===== src/hdl/random_forest_vote_classifier_assert.svh =====
// ----------------------------------------------------------------------------
// Assertion macros for the random forest vote classifier
// Implication checks on one clock with a synchronous reset.
// ----------------------------------------------------------------------------
`ifndef RANDOM_FOREST_VOTE_CLASSIFIER_ASSERT_SVH
`define RANDOM_FOREST_VOTE_CLASSIFIER_ASSERT_SVH

`ifndef NO_ASSERTIONS
// Same-cycle implication
`define RFV_ASSERT_IMPLY(label, clock, reset, ante, cons, msg) \
  label: assert property (@(posedge clock) disable iff (reset) (ante) |-> (cons)) \
    else $error(msg);
// Next-cycle implication
`define RFV_ASSERT_NEXT(label, clock, reset, ante, cons, msg) \
  label: assert property (@(posedge clock) disable iff (reset) (ante) |=> (cons)) \
    else $error(msg);
`else
`define RFV_ASSERT_IMPLY(label, clock, reset, ante, cons, msg)
`define RFV_ASSERT_NEXT(label, clock, reset, ante, cons, msg)
`endif

`endif


===== src/hdl/rfv_pkg.sv =====
// ----------------------------------------------------------------------------
// rfv_pkg
// Shared types, field layout and request codes of the vote classifier.
// ----------------------------------------------------------------------------
package rfv_pkg;

  localparam int TREE_SEL_W   = 4;
  localparam int NODE_SEL_W   = 9;
  localparam int FEAT_SEL_W   = 3;
  localparam int VALUE_W      = 32;
  localparam int CLASS_W      = 3;
  localparam int VOTE_W       = 5;
  localparam int TREE_COUNT_W = 5;
  localparam int REQ_W        = 2;

  // Input tdata layout, lowest field first
  localparam int IN_TREE_SEL_LSB   = 0;
  localparam int IN_NODE_SEL_LSB   = IN_TREE_SEL_LSB + TREE_SEL_W;
  localparam int IN_LEFT_LSB       = IN_NODE_SEL_LSB + NODE_SEL_W;
  localparam int IN_RIGHT_LSB      = IN_LEFT_LSB + NODE_SEL_W;
  localparam int IN_SPLIT_FEAT_LSB = IN_RIGHT_LSB + NODE_SEL_W;
  localparam int IN_THR_LSB        = IN_SPLIT_FEAT_LSB + FEAT_SEL_W;
  localparam int IN_LEAF_BIT       = IN_THR_LSB + VALUE_W;
  localparam int IN_LEAF_CLASS_LSB = IN_LEAF_BIT + 1;
  localparam int IN_FEAT_SEL_LSB   = IN_LEAF_CLASS_LSB + CLASS_W;
  localparam int IN_FEAT_VAL_LSB   = IN_FEAT_SEL_LSB + FEAT_SEL_W;
  localparam int IN_USED_W         = IN_FEAT_VAL_LSB + VALUE_W;
  localparam int IN_DATA_W         = ((IN_USED_W + 7) / 8) * 8;

  // Output tdata layout
  localparam int OUT_CLASS_LSB   = 0;
  localparam int OUT_VOTES_LSB   = OUT_CLASS_LSB + CLASS_W;
  localparam int OUT_OVERRUN_BIT = OUT_VOTES_LSB + VOTE_W;
  localparam int OUT_USED_W      = OUT_OVERRUN_BIT + 1;
  localparam int OUT_DATA_W      = ((OUT_USED_W + 7) / 8) * 8;

  typedef enum logic [REQ_W-1:0] {
    REQ_NODE     = 2'd0,
    REQ_FEATURE  = 2'd1,
    REQ_CLASSIFY = 2'd2
  } req_t;

  typedef struct packed {
    logic [NODE_SEL_W-1:0]    left;
    logic [NODE_SEL_W-1:0]    right;
    logic [FEAT_SEL_W-1:0]    feat;
    logic signed [VALUE_W-1:0] thr;
    logic                     leaf;
    logic [CLASS_W-1:0]       cls;
  } rfv_node_t;

  // Outcome of one node visit
  typedef struct packed {
    logic                  leaf;
    logic [CLASS_W-1:0]    cls;
    logic [NODE_SEL_W-1:0] child;
  } rfv_step_t;

  // Command to the vote tally
  typedef struct packed {
    logic               clear;
    logic               cast;
    logic [CLASS_W-1:0] cls;
  } rfv_vote_cmd_t;

endpackage


===== src/hdl/rfv_split_eval.sv =====
// ----------------------------------------------------------------------------
// rfv_split_eval
// Feature store and the shared split compare that picks the next child.
// ----------------------------------------------------------------------------
module rfv_split_eval #(
  parameter int FDEPTH = 8
) (
  input  logic                          clk,
  input  logic                          feat_we,
  input  logic [rfv_pkg::FEAT_SEL_W-1:0] feat_sel,
  input  logic [rfv_pkg::VALUE_W-1:0]   feat_value,
  input  rfv_pkg::rfv_node_t            node,
  output rfv_pkg::rfv_step_t            step
);

  localparam int FIW = (FDEPTH > 1) ? $clog2(FDEPTH) : 1;

  logic [rfv_pkg::VALUE_W-1:0] feat_q [FDEPTH];
  logic signed [rfv_pkg::VALUE_W-1:0] fv;
  logic go_left;

  always_ff @(posedge clk) begin
    if (feat_we && (32'(feat_sel) < 32'(FDEPTH))) begin
      feat_q[feat_sel[FIW-1:0]] <= feat_value;
    end
  end

  // Feature index past the store compares against zero
  always_comb begin
    fv = '0;
    if (32'(node.feat) < 32'(FDEPTH)) begin
      fv = $signed(feat_q[node.feat[FIW-1:0]]);
    end
    go_left    = (fv <= node.thr);
    step.leaf  = node.leaf;
    step.cls   = node.cls;
    step.child = go_left ? node.left : node.right;
  end

endmodule


===== config.mk =====
export PLATFORM = sky130hd
export DESIGN_NAME = rfv_split_eval
export DESIGN_NICKNAME = d
export VERILOG_FILES = /design/src/hdl/random_forest_vote_classifier_assert.svh /design/src/hdl/rfv_pkg.sv /design/src/hdl/rfv_split_eval.sv
export SDC_FILE = /design/constraint.sdc
export NUM_CORES = 1
export LEC_CHECK = 0
export ABC_AREA = 1
export BUFFER_PORTS_ARGS = -buffer_cell sky130_fd_sc_hd__buf_2
export CAP_MARGIN = 15
export CORE_UTILIZATION = 60
export DETAILED_ROUTE_END_ITERATION = 8
export PLACE_DENSITY = 0.79
export SKIP_LAST_GASP = 1
export SLEW_MARGIN = 20
export SYNTH_ARGS = -nofsm -noshare
export SYNTH_HDL_FRONTEND = slang
export SYNTH_SLANG_ARGS = --single-unit

===== constraint.sdc =====
create_clock -name clk -period 10 [get_ports clk]
set_clock_uncertainty 0.1 [all_clocks]
set_input_delay 1.5 -clock clk [delete_from_list [all_inputs] [get_ports clk]]
set_output_delay 1.5 -clock clk [all_outputs]
set_load 0.01 [all_outputs]

==> Word-level counts from Yosys, hierarchy flattened <==
Memory sizes are Yosys's and may differ from the RTL's.
Cells that the tools add are included.
{ "word_totals": {"ff_bits": 0, "mem_bits_rw": 256, "input_bits": 94, "out_inout_bits": 13, "word_cells": 5, "memories": 1} }
{ "memory_table": {"columns": ["name", "depth", "word_bits", "read_ports", "rd_clocked_by_memory_dff", "write_ports", "line_no", "source"], "rows": [
  ["feat_q", 8, 32, 1, 0, 1, "rfv_split_eval.sv:18", "logic [rfv_pkg::VALUE_W-1:0] feat_q [FDEPTH];"]
]} }
{ "classes": {"n_lt_le_gt_ge": 1, "muxes": 3} }
{ "op_table": {"columns": ["operator", "count"], "rows": [
  ["less-or-equal comparator 32 bit", 1],
  ["two-way mux 9 bit", 1],
  ["two-way mux 1 bit", 2]
]} }

==> Depth between registers and ports, before layout <==
An unclocked memory read counts as a cell.
{ "depth": {"depth_word": 3, "mapped_depth": 23, "ltp_nobuf": 20} }

==> Worst setup path after synthesis <==
OpenSTA, ideal clock, no wires.
{ "synth_path": {"path_type": "input to output", "startpoint": "input node[36] (netlist name)", "endpoint": "output step[0] (netlist name)", "arrival_time_ns": 3.774, "required_time_ns": 8.400, "path_slack_ns": 4.626, "stages": 19, "path_buffers": 3, "path_cell_list": "buf_2 -> buf_2 -> clkbuf_1 -> nor2_1 -> o22ai_1 -> nor2_1 -> a31oi_1 -> ha_1 -> nand2_1 -> nor2_2 -> nand2_2 -> nor2_1 -> nand2_1 -> nand2_1 -> nor2_1 -> nand3_2 -> nand3_4 -> nand2_1 -> nand2_1"} }
{ "synth_lines": {"columns": ["element", "line_no", "source"], "rows": [
  ["start: declaration", "rfv_split_eval.sv:12", "input rfv_pkg::rfv_node_t node,"],
  ["end: declaration", "rfv_split_eval.sv:13", "output rfv_pkg::rfv_step_t step"]
]} }

==> results by group <==
Status
  – Status: finished clean

Clock tree
  – Worst-path clk slew: 0.06 ns
  – TritonCTS clock tree: yes
  – Hold_buf cts: 0
  – Root Driver: clkbuf_16
  – Max clock buf depth: 3
  – CTS HTree Levels: 1
  – Post-CTS Resized: 0
  – Setup Fix Bufs, Post-CTS: 0
  – TritonCTS Buffers: 25
  – Clock sink total: 256

Power
  – Pwr per Cell Area: 192 nW/um^2
  – Switching Share: 0.219
  – Reg power frac: 0.510
  – P_leak: 4.58 nW
  – Internal power: 0.00188 W
  – Net switching power figure: 0.000526 W
  – Comb pwr share: 0.087
  – Clock power share: 0.403
  – Maximum vdd drop: 159 uV

Route
  – Vias per inst: 5.77
  – Drc violations: 0
  – Vias: 7160
  – Final wirelength: 22300 um
  – Initial DRC Count: 470
  – Post-DRT Antenna Nets: 0
  – Wirelength per Cell: 18.0 um
  – TritonRoute pass-1 iters: 5

Yosys
  – Synth Instances: 908
  – Synthesized area per cell: 12.0 um^2
  – Mapped Area: 10900 um^2
  – Ys async rst share: 0
  – Ys flop type: edfxtp_1
  – Seq cells post-synth: 256
  – Synthesized Nets: 1034
  – EDFF count, synth: 256
  – Sequential area share after synthesis: 0.706
  – Synth warnings: 0
  – Post-synthesis cell type count: 26

Setup path
  – Top cell family by delay on the critical path: buffers and inverters
  – Largest stage delay, worst path: 0.75 ns
  – Crit Path Category: input pin to primary output
  – Slowest-stage cell, CP: clkinv_1
  – Crit path cell chain: buf_2 -> buf_4 -> clkinv_1 -> buf_4 -> o21ai_0 -> o22ai_1 -> nor2_1 -> a31oi_1 -> ha_1 -> nand2_1 -> nor2_1 -> nand2_1 -> nand2_1 -> nand2_1 -> nand2_1 -> nand2_2 -> nand3_2 -> nand3_4 -> nand2_1 -> nand2_1 -> buf_2
  – Buf/Inv on CP: 5
  – Crit path launch type: input pin
  – Crit path max fanout: 65
  – CP dominant cell by count: nand2_1
  – WP data required: 8.40 ns
  – CP Capture Type: primary output
  – Crit path DAT: 5.75 ns

Die
  – Die area: 18700 um^2
  – Die width: 137 um
  – I/O pin count: 107
  – Row count: 48
  – Starting Density: 0.621
  – CORE AREA: 17500 um^2
  – Vert. Die Dim: 137 um

STA
  – Setup_tns: 0 ns
  – Rel. slew slack: 0.351
  – Slew @ Worst Pin: 0.973 ns
  – Final setup fails: 0
  – RSZ-0062 raised after global routing: false
  – Hold Vio Cnt, Final: 0
  – Count of pins over their slew limit: 0
  – Min Tclk post-route: 7.35 ns
  – Tcrit/Tclk final: 0.735
  – Max frequency: 0.136 GHz

Finish
  – Diodes inserted: 0
  – Fillcell total: 1191
  – Design Area, Final: 12500 um^2
  – Final std cells w/o fill: 1240
  – Share of cells above drive strength 1: 0.167
  – Final nets: 1122
  – Area grow syn2layout: 14.5%
  – Max reg flops: 256

Global route
  – Remaining global-route overflow: 0
  – Number of global-route vias before repair: 7007
  – Global-route wire length before repair: 35000 um
  – GRT Util Overall: 0.250
  – Initial antenna violation count: 0
  – Largest net degree at the start of global routing: 97

Placed design
  – Final RePlAce weighted congestion: 0.752
  – HPWL Detailed: 12300 um
  – Placed Cells: 1194
  – Placed instance area: 11600 um^2
  – I/O Buffers: 98

Hold path
  – HP Class: input pin to flop

Run
  – Max cap viols: 0
[cell type report]
class / instances / area (um^2) / share of cell area
clock buffers: 26 / 629 / 0.0505
clock inverters: 20 / 228 / 0.0183
inverters: 43 / 163 / 0.0130
multi-input cells: 558 / 2890 / 0.231
flip-flops and latches: 256 / 7690 / 0.616
well taps: 225 / 282 / 0.0226
repair buffers: 112 / 598 / 0.0480
[cell usage in the layout (no fill, tap or decap)]
master and count:
a21o_1 1, a21oi_1 13, a31oi_1 31, buf_2 97, buf_4 15, bufinv_16 5, clkbuf_1 1, clkbuf_16 25
clkinv_1 7, clkinv_2 7, clkinv_4 1, clkinvlp_4 1, edfxtp_1 256, ha_1 32, inv_1 40, inv_2 1
inv_6 1, nand2_1 53, nand2_2 2, nand2_4 1, nand3_1 3, nand3_2 1, nand3_4 1, nand4_1 11
nand4_4 1, nor2_1 232, nor2_2 1, nor2_4 8, nor4_4 1, o21ai_0 133, o221ai_1 1, o22ai_1 32
[cells by family after synthesis]
logic type | share of synthesized area
AND/OR/NAND/NOR | 0.118
AO/OA/AOI/OAI | 0.105
adder cells (fa/ha/maj) | 0.0368
flip-flops | 0.706
buffers and inverters | 0.0347
[per-stage QoR]
stage	hold WS (ns)	power (W)	util	worst slack (ns)
2_1_floorplan	1.50	0.00138	-	4.63
3_3_place_gp	1.66	0.00145	0.662	2.80
3_5_place_dp	1.67	0.00146	0.662	2.67
4_1_cts	1.13	0.00241	0.711	2.62
5_1_grt	1.13	0.00249	0.711	2.27
6_report	1.14	0.00240	0.711	2.65
[routing by layer]
metal / GRT usage / vias up / wire length (um)
met4: 0.0895 / 0 / 476
met3: 0.0381 / 46 / 1510
met2: 0.427 / 276 / 11000
met5: 0 / - / 0
met1: 0.326 / 3399 / 9340
li1: - / 3439 / -
[cells in the mapped netlist (2+ instances only)]
library cell | count | area, um^2
a21oi_1 | 13 | 65.1
a31oi_1 | 31 | 194
buf_1 | 7 | 26.3
buf_2 | 8 | 40.0
buf_4 | 4 | 30.0
clkbuf_1 | 32 | 120
edfxtp_1 | 256 | 7690
ha_1 | 32 | 400
inv_1 | 41 | 154
nand2_1 | 53 | 199
nand2_2 | 2 | 12.5
nand3_1 | 3 | 15.0
nand4_1 | 11 | 68.8
nor2_1 | 240 | 901
o21ai_0 | 133 | 666
o22ai_1 | 32 | 200
[path summary, 6_finish.rpt]
kind          start           end  cells past startpoint
max        node[37]       step[6]                     21
min   feat_value[3]  feat_q[1][3]                      1
[power groups by stage]
stage / Sequential, W / Combinational, W / Clock (W)
4_1_cts: 0.00122 / 0.000210 / 0.000978
6_report: 0.00122 / 0.000209 / 0.000967
3_3_place_gp: 0.00125 / 0.000202 / 0
2_1_floorplan: 0.00125 / 0.000132 / 0
5_1_grt: 0.00123 / 0.000239 / 0.00102
3_5_place_dp: 0.00125 / 0.000209 / 0
No activity file was read; power rests on OpenSTA's default activity.
