===== src/hdl/random_forest_vote_classifier_assert.svh =====
// ----------------------------------------------------------------------------
// Assertion macros for the random forest vote classifier
// Implication checks on one clock with a synchronous reset.
// ----------------------------------------------------------------------------
`ifndef RANDOM_FOREST_VOTE_CLASSIFIER_ASSERT_SVH
`define RANDOM_FOREST_VOTE_CLASSIFIER_ASSERT_SVH

`ifndef NO_ASSERTIONS
// Same-cycle implication
`define RFV_ASSERT_IMPLY(label, clock, reset, ante, cons, msg) \
  label: assert property (@(posedge clock) disable iff (reset) (ante) |-> (cons)) \
    else $error(msg);
// Next-cycle implication
`define RFV_ASSERT_NEXT(label, clock, reset, ante, cons, msg) \
  label: assert property (@(posedge clock) disable iff (reset) (ante) |=> (cons)) \
    else $error(msg);
`else
`define RFV_ASSERT_IMPLY(label, clock, reset, ante, cons, msg)
`define RFV_ASSERT_NEXT(label, clock, reset, ante, cons, msg)
`endif

`endif


===== src/hdl/rfv_pkg.sv =====
// ----------------------------------------------------------------------------
// rfv_pkg
// Shared types, field layout and request codes of the vote classifier.
// ----------------------------------------------------------------------------
package rfv_pkg;

  localparam int TREE_SEL_W   = 4;
  localparam int NODE_SEL_W   = 9;
  localparam int FEAT_SEL_W   = 3;
  localparam int VALUE_W      = 32;
  localparam int CLASS_W      = 3;
  localparam int VOTE_W       = 5;
  localparam int TREE_COUNT_W = 5;
  localparam int REQ_W        = 2;

  // Input tdata layout, lowest field first
  localparam int IN_TREE_SEL_LSB   = 0;
  localparam int IN_NODE_SEL_LSB   = IN_TREE_SEL_LSB + TREE_SEL_W;
  localparam int IN_LEFT_LSB       = IN_NODE_SEL_LSB + NODE_SEL_W;
  localparam int IN_RIGHT_LSB      = IN_LEFT_LSB + NODE_SEL_W;
  localparam int IN_SPLIT_FEAT_LSB = IN_RIGHT_LSB + NODE_SEL_W;
  localparam int IN_THR_LSB        = IN_SPLIT_FEAT_LSB + FEAT_SEL_W;
  localparam int IN_LEAF_BIT       = IN_THR_LSB + VALUE_W;
  localparam int IN_LEAF_CLASS_LSB = IN_LEAF_BIT + 1;
  localparam int IN_FEAT_SEL_LSB   = IN_LEAF_CLASS_LSB + CLASS_W;
  localparam int IN_FEAT_VAL_LSB   = IN_FEAT_SEL_LSB + FEAT_SEL_W;
  localparam int IN_USED_W         = IN_FEAT_VAL_LSB + VALUE_W;
  localparam int IN_DATA_W         = ((IN_USED_W + 7) / 8) * 8;

  // Output tdata layout
  localparam int OUT_CLASS_LSB   = 0;
  localparam int OUT_VOTES_LSB   = OUT_CLASS_LSB + CLASS_W;
  localparam int OUT_OVERRUN_BIT = OUT_VOTES_LSB + VOTE_W;
  localparam int OUT_USED_W      = OUT_OVERRUN_BIT + 1;
  localparam int OUT_DATA_W      = ((OUT_USED_W + 7) / 8) * 8;

  typedef enum logic [REQ_W-1:0] {
    REQ_NODE     = 2'd0,
    REQ_FEATURE  = 2'd1,
    REQ_CLASSIFY = 2'd2
  } req_t;

  typedef struct packed {
    logic [NODE_SEL_W-1:0]    left;
    logic [NODE_SEL_W-1:0]    right;
    logic [FEAT_SEL_W-1:0]    feat;
    logic signed [VALUE_W-1:0] thr;
    logic                     leaf;
    logic [CLASS_W-1:0]       cls;
  } rfv_node_t;

  // Outcome of one node visit
  typedef struct packed {
    logic                  leaf;
    logic [CLASS_W-1:0]    cls;
    logic [NODE_SEL_W-1:0] child;
  } rfv_step_t;

  // Command to the vote tally
  typedef struct packed {
    logic               clear;
    logic               cast;
    logic [CLASS_W-1:0] cls;
  } rfv_vote_cmd_t;

endpackage


===== src/hdl/rfv_vote_tally.sv =====
// ----------------------------------------------------------------------------
// rfv_vote_tally
// Per-class vote counters with a running leader, lowest class on ties.
// ----------------------------------------------------------------------------
module rfv_vote_tally #(
  parameter int CDEPTH = 8
) (
  input  logic                        clk,
  input  rfv_pkg::rfv_vote_cmd_t      cmd,
  output logic [rfv_pkg::CLASS_W-1:0] best_class,
  output logic [rfv_pkg::VOTE_W-1:0]  best_votes
);

  localparam int CIW = (CDEPTH > 1) ? $clog2(CDEPTH) : 1;

  logic [rfv_pkg::VOTE_W-1:0] votes [CDEPTH];
  logic [rfv_pkg::VOTE_W-1:0] count_next;
  logic                       in_range;

  assign in_range   = (32'(cmd.cls) < 32'(CDEPTH));
  assign count_next = votes[cmd.cls[CIW-1:0]] + rfv_pkg::VOTE_W'(1);

  // Counts only rise, so tracking the leader per vote equals a final scan
  always_ff @(posedge clk) begin
    if (cmd.clear) begin
      for (int i = 0; i < CDEPTH; i++) begin
        votes[i] <= '0;
      end
      best_class <= '0;
      best_votes <= '0;
    end else if (cmd.cast && in_range) begin
      votes[cmd.cls[CIW-1:0]] <= count_next;
      if ((count_next > best_votes) ||
          ((count_next == best_votes) && (cmd.cls < best_class))) begin
        best_class <= cmd.cls;
        best_votes <= count_next;
      end
    end
  end

endmodule


===== config.mk =====
export PLATFORM = sky130hd
export DESIGN_NAME = rfv_vote_tally
export DESIGN_NICKNAME = d
export VERILOG_FILES = /design/src/hdl/random_forest_vote_classifier_assert.svh /design/src/hdl/rfv_pkg.sv /design/src/hdl/rfv_vote_tally.sv
export SDC_FILE = /design/constraint.sdc
export NUM_CORES = 1
export LEC_CHECK = 0
export BUFFER_PORTS_ARGS = -buffer_cell sky130_fd_sc_hd__buf_2
export CAP_MARGIN = 20
export CORE_UTILIZATION = 35
export DETAILED_ROUTE_END_ITERATION = 10
export GPL_TIMING_DRIVEN = 1
export HOLD_SLACK_MARGIN = 0.03
export MAX_ROUTING_LAYER = met4
export PLACE_DENSITY = 0.63
export SYNTH_ARGS = -nofsm -noshare
export SYNTH_HDL_FRONTEND = slang
export SYNTH_SLANG_ARGS = --single-unit

===== constraint.sdc =====
create_clock -name clk -period 4.02 [get_ports clk]
set_input_delay 0.603 -clock clk [delete_from_list [all_inputs] [get_ports clk]]
set_output_delay 0.603 -clock clk [all_outputs]
set_load 0.01 [all_outputs]

# Word-level counts from Yosys, hierarchy flattened
# Memories as Yosys holds them, arrays and structs flattened.
# Index checks and enable logic that the tools add are counted.
# totals
in_bits,6
n_memories,1
ramBits,40
rom_bits,0
output_inout_bits,8
register_bits,8
latch_bits,0
# op_classes
multipliers,0
reduce_logical,4
n_shift,0
bitwise,0
eq_ne,1
div_mod_pow,0
n_addsub,1
mux,8
order_cmp,2
# memory_table
memory,words,width,rd,rd_clocked_by_memory_dff,wr,line,source
votes,8,5,1,0,8,rfv_vote_tally.sv:16,logic [rfv_pkg::VOTE_W-1:0] votes [CDEPTH];
# ops
cell,count
$mux W1,6
$add A5 B1 Y5 const B,1
$eq A5 B5 Y1,1
$gt A5 B5 Y1,1
$mux W5,1
$reduce_or A5 Y1,1
$lt A3 B3 Y1,1
$mux W3,1
$reduce_and A2 Y1,1
$logic_and A1 B1 Y1,1
$logic_or A1 B1 Y1,1

# Longest topological paths before layout
# An unclocked memory read counts as a cell.
# logic_depth
depth_word,6
depth_mapped,17
ltp_nobuf,13

# Worst setup path before layout
# Ideal clock, no wire load.
# synth_timing
path_kind,input port to flip-flop
from,input cmd[1] (netlist name)
to,register best_votes[4] (netlist name)
cell_stages,17
slack_ps,271
arrival_time_ps,3660
path_buffers,4
t_required_ps,3932
cell_sequence,buf_2 -> buf_4 -> mux4_2 -> mux2_4 -> buf_6 -> ha_1 -> inv_1 -> nand4bb_2 -> a31o_1 -> buf_2 -> nand2_1 -> ha_1 -> and3_1 -> nand3_1 -> o221ai_1 -> nor2_1 -> a311oi_2
# synth_via
elab_chain_len,6
elab_cells_between_ends,8
# synth_rtl
element,line,source
"start, declared",rfv_vote_tally.sv:9,"input rfv_pkg::rfv_vote_cmd_t cmd,"
$mem_v2 Z8 W5 (*),n/a,
$add A5 B1 Y5 (*),rfv_vote_tally.sv:21,assign count_next = votes[cmd.cls[CIW-1:0]] + rfv_pkg::VOTE_W'(1);
"named net count_next, one bit",rfv_vote_tally.sv:17,logic [rfv_pkg::VOTE_W-1:0] count_next;
branches (longest 4 deep; another with $gt A5 B5 Y1),n/a,
"end signal, assigned",rfv_vote_tally.sv:36,best_votes <= count_next;
"end, declared",rfv_vote_tally.sv:11,output logic [rfv_pkg::VOTE_W-1:0] best_votes
# Mark *: on every way through the listed nets, which the timed path passes.
# A chain may end at the register's enable or synchronous reset.

# Worst setup path after layout
# layout_timing
from,input cmd[0] (netlist name)
to,register best_votes[3] (netlist name)
# layout_via
elab_chain_len,6
elab_cells_between_ends,8
# layout_rtl
element,line,source
$mem_v2 Z8 W5 (*),n/a,
$add A5 B1 Y5 (*),rfv_vote_tally.sv:21,
"named net count_next, one bit",rfv_vote_tally.sv:17,
branches (longest 2 deep; another with $gt A5 B5 Y1),n/a,
$logic_or A1 B1 Y1 (*),rfv_vote_tally.sv:33,if ((count_next > best_votes) ||
$reduce_and A2 Y1 (no source line) (*),n/a,
# Marked as above.

==> out/qor.csv <==
stage,metric,value,unit
outcome,status,"complete, no violations",
pwr,pwr dens,434,mW/mm²
sta,Hold Fails Final Rpt,0,
grt,vias in the first global route,1610,
synth,Synth Instances,206,
synth,"Seq/Total Area, Yosys",54.3,%
floorplan,Std-Cell Rows,30,
finish,area delta synth->final,12.4,%
pwr,Seq pwr share,48.3,%
critical_path,worst r2r path cells,13,
floorplan,Die ar.,0.00750,mm²
finish,ant diodes,0,
synth,post-synthesis adder-cell area fraction,3.99,%
sta,setup TNS,0,ns
critical_path,Critical Path Fanout Max,15,
synth,largest family of logic cells by synthesized area,simple AND/OR/NAND/NOR gates,
synth,Post-synth EDFFs,40,
placed_design,hpwl dp,3910,µm
critical_path,CP startpoint kind,input pin,
synth,YS warnings,0,
critical_path,WP data arrival,3.73,ns
route,vias,1639,
route,DRT iter0 DRCs,115,
route,DR pass1 iterations,4,
critical_path,critical path class,input pin to flip-flop,
critical_path,CP Capture Type,flip-flop,
worst_hold_path,Worst Min Path Start,best_class[0],
synth,compound-gate portion of the synthesized area,10.1,%
route,DR WL/cell,16.7,µm
cts,Worst-path clk slew,0.09,ns
pwr,Sw Share,28.8,%
placed_design,post-place setup slack,0.192,ns
cts,CTS buffer count,5,
synth,mux cell area share after synthesis,10.7,%
critical_path,FF-to-FF End,best_votes[3],
pwr,Clock power frac,28.7,%
synth,Yosys top cell area share,47.9,%
placed_design,IO Port Bufs,13,
route,Met1 Wirelength,2510,µm
synth,"Avg Cell Area, Syn",12.2,µm²
pwr,Psw,0.352,mW
worst_hold_path,WHS Endpoint,best_class[0],
worst_hold_path,worst hold stages,2,
synth,predominant post-synthesis flop cell,edfxtp_1,
route,ANT nets after route,0,
route,vias per cell,5.07,
route,met2 wire len,2580,µm
floorplan,Initial Util,36.5,%
pwr,Comb pwr share,23.0,%
cts,htree depth,2,
synth,Synthesized Nets,220,
grt,GRT Resource Usage Total,16.5,%
critical_path,r2r setup slk,0.84,ns
sta,Peak Freq,285,MHz
synth,simple logic cell fraction of the synthesized area,15.5,%
sta,Slew @ Worst Pin,0.723,ns
floorplan,Ports,14,
critical_path,WP data required,4.24,ns
synth,synth top area cells,"edfxtp_1 (48%), dfxtp_1 (6.4%), mux4_2 (5.4%), nor2_1 (5.2%), ha_1 (4.0%)",
sta,RSZ-0062 raised after global routing,no,
synth,area share of xor/xnor cells in the synthesized design,1.45,%
route,uppermost layer routed,met4,
pwr,Max rail drop VDD,229,µV
cts,CTS tree,yes,
grt,first-pass GRT wire length,8780,µm
cts,clk_lat worst skew,0.30,ns
synth,post-synth design cell area,0.00251,mm²
synth,Post-synth top cells,"edfxtp_1 (40), nor2_1 (35), a21oi_1 (16)",
sta,Final WS setup,0.508,ns
finish,layout cells sized above 1,21.6,%
cts,Post-CTS Resized,0,
cts,Post-CTS Hold Fix Bufs,0,
job,Max Cap Violations,0,
placed_design,Placer Congestion,0.788,
grt,antenna violations before repair,0,
finish,nets@finish,240,
cts,Max Root-Sink Buffers,2,
cts,clk sink count,48,
sta,post-layout min period,3.51,ns
synth,Synth Register Bits,48,
route,DRC Markers,0,
floorplan,die width,86.6,µm
route,Met3 Routed Length,246,µm
pwr,Leak,1.09,nW
sta,headroom to the max-slew limit,51.7,%
floorplan,core area,0.00687,mm²
synth,cell with the most instances after synthesis,edfxtp_1,
sta,Final Cycle Share,87.4,%
cts,CTS Root Cell,clkbuf_8,
synth,leading area contributor after synthesis,edfxtp_1,
synth,Cell variety after synth,43,
finish,fill count,665,
worst_hold_path,Hold Crit Class,flip-flop to flip-flop,
floorplan,chip height,86.6,µm
sta,Slew Limit Fails,0,
critical_path,reg2reg start,votes[6][1],
pwr,Cell Int Power,0.871,mW
synth,"FFs w/ async S/R, synth",0,%
grt,largest net degree at the start of global routing,20,
sta,Worst Skew,0.00715,ns
grt,gr ovfl total,0,
route,DRT Wirelength,5400,µm
sta,Setup-failing EPs final,0,
cts,Post CTS Setup Buffer Count,0,
[worst max-delay path, stage by stage]
cell	delay [ns]
buf_2	0.33
mux4_2	0.58
mux2_4	0.30
ha_1	0.20
inv_1	0.08
nand4bb_2	0.16
a31o_1	0.14
nand2_1	0.06
ha_1	0.30
and3_1	0.16
nand3_1	0.11
o221a_2	0.35
a211o_1	0.32
o41ai_2	0.05
[sequential cells by signal, indices dropped and copies added, names as in the netlist]
name	cells
best_class	3
best_votes	5
votes	40
[cell type report]
class	count	area, µm²	area share, %
flip-flops and latches	48	1360	48.3
repair buffers	22	133	4.71
clock inverters	3	47.5	1.69
clock buffers	5	68.8	2.44
well taps	96	120	4.26
multi-input cells	138	1050	37.1
inverters	11	41.3	1.47
[power by group through the flow]
stage	Sequential, mW	Combinational [mW]	Clock, mW
global placement	0.602	0.278	0
global route	0.594	0.313	0.377
finish	0.591	0.282	0.351
floorplan	0.603	0.191	0
detailed placement	0.603	0.281	0
CTS	0.591	0.282	0.359
[per-stage QoR]
stage	area [µm²]	hold WS, ns	utilization (%)	instances	power (mW)
2_1_floorplan	2510	0.511	-	206	0.793
6_report	2820	0.512	41.0	323	1.22
3_5_place_dp	2700	0.501	39.3	315	0.884
4_1_cts	2820	0.518	41.0	323	1.23
3_3_place_gp	2700	0.509	39.3	315	0.880
5_1_grt	2820	0.535	41.0	323	1.28
[placed cells by master (no fill, tap or decap), types with 8 or more instances in the layout]
master and count:
buf_2 13, nand2_1 10, a21oi_1 16, ha_1 8
dfxtp_1 8, inv_1 11, nor2_1 35, buf_4 9
nand2b_1 10, edfxtp_1 40
[per-layer routing]
layer  vias up  global-route usage [%]
met5         -                       -
met4         0                    4.24
met3         6                    2.95
met2        46                    25.0
met1       780                    23.1
li1        807                       -
[cell families after synthesis]
family,Yosys count
buffers and inverters,20
AO/OA/AOI/OAI,37
adder cells (fa/ha/maj),8
XOR/XNOR,2
flip-flops,48
AND/OR/NAND/NOR,74
multiplexers,17
[how the worst max path moves through the flow]
stage | start | endpoint | cells after the start
finish | cmd[0] | best_votes[3] | 14
global route | cmd[0] | best_class[0] | 15
CTS | cmd[0] | best_votes[3] | 14
detailed placement | cmd[0] | best_votes[3] | 14
global placement | cmd[0] | best_class[2] | 15
floorplan | cmd[1] | best_votes[4] | 17
Note: power is estimated with default switching activity, not from simulation.
